<file path="src/rtl/core/sbt_pkg.sv">
// Shared types, codes and defaults for the sparse bitmap table engine.
// No dependencies; the front end, back end, top level and testbench import this package.
package sbt_pkg;

    // Default sizes
    localparam int GROUP_SIZE_DEF  = 64;
    localparam int GROUP_COUNT_DEF = 16;
    localparam int VALUE_WIDTH_DEF = 32;

    // Command codes as they arrive on the input channel
    localparam logic [2:0] CMD_FIND    = 3'd0;
    localparam logic [2:0] CMD_INSERT  = 3'd1;
    localparam logic [2:0] CMD_REPLACE = 3'd2;
    localparam logic [2:0] CMD_ERASE   = 3'd3;
    localparam logic [2:0] CMD_NEXT    = 3'd4;
    localparam logic [2:0] CMD_CLEAR   = 3'd5;

    // Result status codes
    localparam logic [2:0] STAT_OK       = 3'd0;
    localparam logic [2:0] STAT_EMPTY    = 3'd1;
    localparam logic [2:0] STAT_OCCUPIED = 3'd2;
    localparam logic [2:0] STAT_RANGE    = 3'd3;
    localparam logic [2:0] STAT_END      = 3'd4;

    // Decoded operation
    typedef enum logic [2:0] {
        OP_FIND,
        OP_INSERT,
        OP_REPLACE,
        OP_ERASE,
        OP_NEXT,
        OP_CLEAR,
        OP_NOP
    } op_e_t;

    // One classified item, as queued between front and back
    typedef struct packed {
        op_e_t       op;
        logic [9:0]  index;
        logic        start;
        logic [31:0] data;
    } item_t;

    // Back-end sequencer states
    typedef enum logic [3:0] {
        ST_IDLE,
        ST_SCAN,
        ST_RD,
        ST_RDWAIT,
        ST_SHIFT_RD,
        ST_SHIFT_WR,
        ST_COMMIT,
        ST_OUT
    } state_e_t;

    // Queue handshake toward the back end
    typedef struct packed {
        logic  valid;
        item_t item;
    } queue_out_t;

endpackage

</file>
<file path="src/rtl/core/sbt_front.sv">
// Front end: accepts input items, decodes the command and queues up to two items.
// Depends on sbt_pkg.
module sbt_front
    import sbt_pkg::*;
(
    input  logic        aclk,
    input  logic        aresetn,
    input  logic        s_tvalid,
    output logic        s_tready,
    input  logic [2:0]  s_cmd,
    input  logic [9:0]  s_index,
    input  logic        s_start,
    input  logic [31:0] s_data,
    output queue_out_t  q_out,
    input  logic        q_pop
);

    item_t      fifo_reg [2];
    logic       wr_ptr_reg, wr_ptr_next;
    logic       rd_ptr_reg, rd_ptr_next;
    logic [1:0] count_reg, count_next;
    logic       push;
    item_t      item_in;

    // Classify the command
    always_comb begin
        item_in.index = s_index;
        item_in.start = s_start;
        item_in.data  = s_data;
        unique case (s_cmd)
            CMD_FIND:    item_in.op = OP_FIND;
            CMD_INSERT:  item_in.op = OP_INSERT;
            CMD_REPLACE: item_in.op = OP_REPLACE;
            CMD_ERASE:   item_in.op = OP_ERASE;
            CMD_NEXT:    item_in.op = OP_NEXT;
            CMD_CLEAR:   item_in.op = OP_CLEAR;
            default:     item_in.op = OP_NOP;
        endcase
    end

    assign s_tready    = (count_reg != 2'd2);
    assign push        = s_tvalid && s_tready;
    assign q_out.valid = (count_reg != 2'd0);
    assign q_out.item  = fifo_reg[rd_ptr_reg];

    // Advance pointers and fill count
    always_comb begin
        wr_ptr_next = push  ? ~wr_ptr_reg : wr_ptr_reg;
        rd_ptr_next = q_pop ? ~rd_ptr_reg : rd_ptr_reg;
        count_next  = count_reg + 2'(push) - 2'(q_pop);
    end

    always_ff @(posedge aclk) begin
        if (!aresetn) begin
            wr_ptr_reg <= 1'b0;
            rd_ptr_reg <= 1'b0;
            count_reg  <= 2'd0;
        end else begin
            wr_ptr_reg <= wr_ptr_next;
            rd_ptr_reg <= rd_ptr_next;
            count_reg  <= count_next;
        end
    end

    // Hold queued payload
    always_ff @(posedge aclk) begin
        if (push) begin
            fifo_reg[wr_ptr_reg] <= item_in;
        end
    end

endmodule

</file>
<file path="config.mk">
export PLATFORM = sky130hd
export DESIGN_NAME = sbt_front
export DESIGN_NICKNAME = d
export VERILOG_FILES = /design/src/rtl/core/sbt_pkg.sv /design/src/rtl/core/sbt_front.sv
export SDC_FILE = /design/constraint.sdc
export NUM_CORES = 1
export LEC_CHECK = 0
export BUFFER_PORTS_ARGS = -buffer_cell sky130_fd_sc_hd__buf_2
export CAP_MARGIN = 20
export CORE_UTILIZATION = 42
export CTS_BUF_LIST = sky130_fd_sc_hd__clkbuf_4 sky130_fd_sc_hd__clkbuf_8
export DETAILED_ROUTE_END_ITERATION = 10
export MAX_ROUTING_LAYER = met4
export PLACE_DENSITY = 0.66
export RECOVER_POWER = 100
export SYNTH_ARGS = -nofsm -noshare
export SYNTH_HDL_FRONTEND = slang
export SYNTH_SLANG_ARGS = --single-unit
export TNS_END_PERCENT = 30
</file>
<file path="constraint.sdc">
create_clock -name aclk -period 5.6 [get_ports aclk]
set_input_delay 1.68 -clock aclk [delete_from_list [all_inputs] [get_ports aclk]]
set_output_delay 1.68 -clock aclk [all_outputs]
set_load 0.05 [all_outputs]
</file>
==> impl_table.tex, run 1 <==
\begin{tabular}{lr}
\hline
Metric & Value \\
\hline
\multicolumn{2}{l}{\textbf{Placed design}} \\
Final weighted congestion of routability-driven global placement & 0.656 \\
Placed instance count & 371 \\
Input/output buffers & 97 \\
Cell area after placement & 4200 um\^{}2 \\
DP Wirelength & 3680 um \\
\multicolumn{2}{l}{\textbf{Worst setup path}} \\
Origin of the critical flop-to-flop path & count\_reg[0] \\
Sum of buffers and inverters on the critical path & 2 \\
Largest stage delay on the critical path & 1120 ps \\
Critical Path Most Common Cell & clkbuf\_1 \\
Worst EP arrival & 3990 ps \\
Delay-heaviest family, CP & buffers and inverters \\
Data required time of the critical path & 5540 ps \\
Slack of the worst reg-to-reg path & 2580 ps \\
Endpoint kind of the worst setup timing path & register \\
Category of the worst setup path launch point & input pin \\
FF-to-FF path depth & 3 \\
Capturing point of the worst reg2reg path & fifo\_reg[1][17] \\
Cell with the largest stage delay on the worst path & clkbuf\_1 \\
Maximum net fanout on the critical path & 25 \\
Class of the most critical setup path & input pin to register \\
Cells along the critical path & clkbuf\_1 -> and3\_1 -> clkbuf\_1 \\
\multicolumn{2}{l}{\textbf{GRT}} \\
Maximum number of pins on one net before global-route repair & 47 \\
Total routing usage reported by global routing & 0.139 \\
Number of antenna violations at the first check in global routing & 0 \\
Wire length of the first global-routing pass & 8850 um \\
Number of global-route vias before repair & 1,891 \\
Gr ovfl total & 0 \\
\multicolumn{2}{l}{\textbf{Yosys}} \\
Yosys top cell by area & edfxtp\_1 \\
Primary flip-flop cell chosen by synthesis mapping & edfxtp\_1 \\
Count of cell types in the netlist & 25 \\
Post-synthesis xor/xnor area fraction & 0.00485 \\
Nets in the synthesized netlist & 225 \\
Share of synthesized cell area in full adder, half adder and majority cells & 0.00346 \\
Commonest cells post-synth & edfxtp\_1, mux2\_2, dfxtp\_1, buf\_6, and2\_1 \\
Leading post-synthesis cells by cell area & edfxtp\_1, mux2\_2, dfxtp\_1 \\
Multiplexer share of the synthesized area & 0.146 \\
Main combinational cell family by area after synthesis & multiplexers \\
Count of mapped cells out of synthesis & 174 \\
Synth Area in Compound Gates & 0.0145 \\
EDFF count, synth & 92 \\
Warning count from the yosys run & 0 \\
Most frequently used cell type in the post-synthesis netlist & edfxtp\_1 \\
Synth async-reset ratio & 0 \\
Area fraction in and, or, nand and nor cells after synthesis & 0.0204 \\
Area share of the largest cell type after synthesis & 0.764 \\
Combined area of all synthesized cells & 3610 um\^{}2 \\
Register bit total from synthesis & 97 \\
Avg Synthesized Cell Area & 20.8 um\^{}2 \\
Seq/Total Area, Yosys & 0.792 \\
\multicolumn{2}{l}{\textbf{STA}} \\
Max-slew violation count & 47 \\
Final critical delay including setup and external delays & 4040 ps \\
Share of the clock period used by the worst path after layout & 0.722 \\
Setup\_tns & 0 ps \\
Transition time of the tightest slew-check pin & 1920 ps \\
Number of setup violations in the final report & 0 \\
Rel. slew slack & -0.282 \\
RSZ-0062 raised after global routing & no \\
Hold\_ws & 572 ps \\
Highest achievable clock rate & 0.247 GHz \\
Final hold violations & 0 \\
Clock Skew & 7.92 ps \\
\multicolumn{2}{l}{\textbf{Clock tree}} \\
Num CTS Buffers & 9 \\
\# Post-CTS Setup Buffers & 0 \\
Resized Gates After CTS & 0 \\
Longest Clk Path Bufs & 2 \\
Clock root buffer master & clkbuf\_8 \\
Number of sinks driven by the clock tree & 97 \\
H-Tree Level Count & 3 \\
Clock tree from TritonCTS & built \\
Hold buffer count at CTS & 0 \\
Clock input transition at the sequential cells of the worst setup and hold paths & 80 ps \\
Clock latency on the worst-skew pair & 340 ps \\
\multicolumn{2}{l}{\textbf{Worst hold path}} \\
Depth of the worst hold-timing path & 2 \\
Worst hold path type & register to register \\
Min-delay src & wr\_ptr\_reg \\
Worst Hold End & wr\_ptr\_reg \\
\multicolumn{2}{l}{\textbf{Detailed routing}} \\
DRT antenna net count & 0 \\
Routed wl met2 & 3000 um \\
Total Wirelength & 5820 um \\
Top layer reached by signal wires & met4 \\
Vias after detailed routing & 1,888 \\
DRC errors left & 0 \\
Wire length on met3 & 251 um \\
Routed metal-1 wirelength & 2520 um \\
Initial detailed-routing violation count & 72 \\
Iteration count of the initial detailed-routing pass & 4 \\
Post-DR wirelength/cell & 15.1 um \\
Detailed-route vias per instance & 4.89 \\
\multicolumn{2}{l}{\textbf{Power}} \\
Reported leakage power & 1.45 nW \\
Worst ir drop on vdd & 0.000172 V \\
Power per Cell Area & 387 nW/um\^{}2 \\
\multicolumn{2}{l}{\textbf{Floorplan}} \\
Die outline height & 94.8 um \\
Core Area & 8260 um\^{}2 \\
Number of top-level pins & 98 \\
Starting density of the core & 0.438 \\
Num rows & 33 \\
Die Wd & 94.8 um \\
Area of the die & 8980 um\^{}2 \\
\multicolumn{2}{l}{\textbf{Final layout}} \\
Layout Cells excl Fill & 386 \\
Total of fill cells in the finished design & 758 \\
Syn-to-layout area delta & 18.9\% \\
Diodes inserted & 0 \\
Final Net Count & 328 \\
Proportion of layout cells with a drive suffix above 1 & 0.324 \\
Max reg flops & 92 \\
Final design area excluding fillers & 4300 um\^{}2 \\
\multicolumn{2}{l}{\textbf{Status}} \\
Failing checks & max-capacitance violations, max-slew violations \\
Result of the run & finished with violations \\
\multicolumn{2}{l}{\textbf{Job}} \\
Number of maximum-capacitance violations & 1 \\
\hline
\end{tabular}
[kinds of logic (layout without fill, tap and decap cells)]
family | after synthesis | in the layout
mux | 47 | 47
buf+inv | 9 | 116
simple gates | 12 | 12
flops | 97 | 97
compound gates | 6 | 6
xor+xnor | 2 | 2
fa+ha+maj | 1 | 1
[power breakdown]
part           switching [mW]  internal (mW)  total [mW]
registers              0.0218          0.869       0.891
clock network           0.220          0.208       0.428
logic                   0.261         0.0852       0.346
[cell type report]
class                   count  area [um^2]  area share
clock inverters             5         57.6      0.0134
clock buffers              10          131      0.0306
flip-flops and latches     97         2860       0.666
inverters                   2         7.51     0.00175
well taps                 105          131      0.0306
multi-input cells          68          684       0.159
repair buffers             99          423      0.0984
[placed cells by master, fill, tap and decap left out, types with 2 or more instances in the layout]
| cell type | instances |
|---|---|
| clkinvlp_4 | 2 |
| buf_2 | 28 |
| and2_1 | 2 |
| nand2_1 | 2 |
| inv_1 | 2 |
| mux2_2 | 45 |
| nand3b_1 | 2 |
| clkbuf_8 | 9 |
| dfxtp_1 | 5 |
| edfxtp_1 | 92 |
| clkbuf_1 | 70 |
[through the flow]
stage          power, mW  utilization  setup slack, ps
2_1_floorplan       1.18            -             2360
3_3_place_gp        1.26        0.506             2100
3_5_place_dp        1.27        0.509             2350
4_1_cts             1.70        0.532             1960
5_1_grt             1.74        0.520             1260
6_report            1.66        0.520             1560
[worst min-delay path: cells and delay by family (launching register included)]
family | cells | cell delay [ps]
AOI/OAI and AO/OA | 1 | 60
DFF | 1 | 350
and+or+nand+nor | 1 | 130
[routing by layer]
layer | track usage | vias to the layer above
met5 | - | -
met4 | 0.0644 | 0
met3 | 0.0266 | 4
met2 | 0.224 | 62
met1 | 0.170 | 941
li1 | - | 881
[how the worst max path moves through the flow]
stage                     startpoint               to  slack (ps)  cells past startpoint
after global routing        s_tvalid  fifo_reg[1][17]        1260                      3
after global placement      register         q_out[3]        2100                      2
after detailed placement    register         q_out[0]        2350                      3
after CTS                   register         q_out[0]        1960                      3
after floorplan             s_tvalid   fifo_reg[1][0]        2360                      1
final                       s_tvalid  fifo_reg[1][17]        1560                      3
(Power assumes the default switching activity.)
==> run 2, diff against run 1 <==
- clock period: 5.6 -> 4.24 ns (I/O delays scaled with it)
==> impl_table.tex, run 2 (synthesis results as in run 1) <==
\begin{tabular}{lr}
\hline
Metric & Value \\
\hline
\multicolumn{2}{l}{\textbf{Status}} \\
Result of the run & finished with violations \\
Failing checks & max-capacitance violations, max-slew violations \\
\multicolumn{2}{l}{\textbf{Floorplan}} \\
Number of top-level pins & 98 \\
Num rows & 33 \\
Area of the die & 8980 um\^{}2 \\
Starting density of the core & 0.438 \\
Core Area & 8260 um\^{}2 \\
Die Wd & 94.8 um \\
Die outline height & 94.8 um \\
\multicolumn{2}{l}{\textbf{Worst setup path}} \\
Maximum net fanout on the critical path & 19 \\
Largest stage delay on the critical path & 830 ps \\
Worst EP arrival & 2290 ps \\
Sum of buffers and inverters on the critical path & 2 \\
Category of the worst setup path launch point & register \\
Delay-heaviest family, CP & buffers and inverters \\
Cells along the critical path & buf\_4 -> mux2\_2 -> clkbuf\_1 \\
Endpoint kind of the worst setup timing path & primary output \\
Class of the most critical setup path & register to primary output \\
Cell with the largest stage delay on the worst path & dfxtp\_1 \\
Data required time of the critical path & 2970 ps \\
\multicolumn{2}{l}{\textbf{Clock tree}} \\
Num CTS Buffers & 9 \\
Longest Clk Path Bufs & 2 \\
Resized Gates After CTS & 0 \\
Hold buffer count at CTS & 0 \\
Clock tree from TritonCTS & built \\
\# Post-CTS Setup Buffers & 0 \\
Clock latency on the worst-skew pair & 350 ps \\
Clock root buffer master & clkbuf\_8 \\
H-Tree Level Count & 3 \\
Number of sinks driven by the clock tree & 97 \\
Clock input transition at the sequential cells of the worst setup and hold paths & 90 ps \\
\multicolumn{2}{l}{\textbf{GRT}} \\
Number of global-route vias before repair & 1,855 \\
Total routing usage reported by global routing & 0.140 \\
Gr ovfl total & 0 \\
Wire length of the first global-routing pass & 8740 um \\
Maximum number of pins on one net before global-route repair & 47 \\
Number of antenna violations at the first check in global routing & 0 \\
\multicolumn{2}{l}{\textbf{Detailed routing}} \\
Iteration count of the initial detailed-routing pass & 4 \\
DRT antenna net count & 0 \\
Vias after detailed routing & 1,867 \\
Detailed-route vias per instance & 4.81 \\
Post-DR wirelength/cell & 15.1 um \\
Total Wirelength & 5860 um \\
DRC errors left & 0 \\
Initial detailed-routing violation count & 78 \\
\multicolumn{2}{l}{\textbf{Final layout}} \\
Final design area excluding fillers & 4350 um\^{}2 \\
Diodes inserted & 0 \\
Proportion of layout cells with a drive suffix above 1 & 0.350 \\
Highest-count cells in the layout ignoring fill and taps & edfxtp\_1, clkbuf\_1, mux2\_2, buf\_2, clkbuf\_8 \\
Final Net Count & 329 \\
Layout Cells excl Fill & 388 \\
Total of fill cells in the finished design & 716 \\
Max reg flops & 92 \\
Syn-to-layout area delta & 20.2\% \\
Most frequent standard cell in the layout excluding fill and tap cells & edfxtp\_1 \\
\multicolumn{2}{l}{\textbf{STA}} \\
Max-slew violation count & 47 \\
RSZ-0062 raised after global routing & no \\
Highest achievable clock rate & 0.281 GHz \\
Clock Skew & 8.52 ps \\
Number of setup violations in the final report & 0 \\
Final critical delay including setup and external delays & 3560 ps \\
Final setup margin & 679 ps \\
Transition time of the tightest slew-check pin & 1860 ps \\
Final hold violations & 0 \\
Share of the clock period used by the worst path after layout & 0.840 \\
Setup\_tns & 0 ps \\
Rel. slew slack & -0.239 \\
\multicolumn{2}{l}{\textbf{Placed design}} \\
Cell area after placement & 4190 um\^{}2 \\
Post-placement setup slack & 1420 ps \\
DP Wirelength & 3660 um \\
Final weighted congestion of routability-driven global placement & 0.671 \\
Placed instance count & 371 \\
Input/output buffers & 97 \\
\multicolumn{2}{l}{\textbf{Power}} \\
Worst ir drop on vdd & 0.000287 V \\
Power per Cell Area & 525 nW/um\^{}2 \\
Reported leakage power & 1.49 nW \\
\multicolumn{2}{l}{\textbf{Worst hold path}} \\
Worst hold path type & register to register \\
\multicolumn{2}{l}{\textbf{Job}} \\
Number of maximum-capacitance violations & 1 \\
\hline
\end{tabular}
run 2: metal layers:
metal	up-vias	track usage	wire (um)
li1	886	-	-
met2	59	0.214	2870
met5	-	-	0
met4	0	0.0720	82
met3	8	0.0370	292
met1	914	0.171	2620
run 2: final timing paths:
kind,from,endpoint,slack [ps],depth (start not counted)
max reg2reg,count_reg[0],fifo_reg[0][13],1740,3
max,register,q_out[3],680,3
min,wr_ptr_reg,wr_ptr_reg,570,2
min reg2reg,wr_ptr_reg,wr_ptr_reg,570,2
run 2: worst reg2reg max path, delay by kind of cell (launching register included):
kind / cells / cell delay (ps)
flops: 1 / 400
buf+inv: 1 / 1340
simple gates: 2 / 330
run 2: final cells by class:
class | instances | area (um^2) | share of cell area
Timing Repair Buffer | 100 | 439 | 0.101
Tap cell | 105 | 131 | 0.0302
Clock inverter | 6 | 90.1 | 0.0207
Clock buffer | 10 | 131 | 0.0302
Multi-Input combinational cell | 68 | 684 | 0.157
Inverter | 2 | 7.51 | 0.00173
Sequential cell | 97 | 2860 | 0.659
run 2: metrics by stage:
step                      total power [mW]  hold slack, ps   util
after floorplan                       1.56             518      -
after CTS                             2.32             589  0.534
final                                 2.28             569  0.526
after global routing                  2.38             618  0.526
after detailed placement              1.68             566  0.507
after global placement                1.67             550  0.507
run 2: report_power, final:
part           switching, mW  internal [mW]  total, mW
clock                  0.307          0.342      0.650
combinational          0.347          0.114      0.461
sequential            0.0263           1.15       1.17
total                  0.680           1.60       2.28
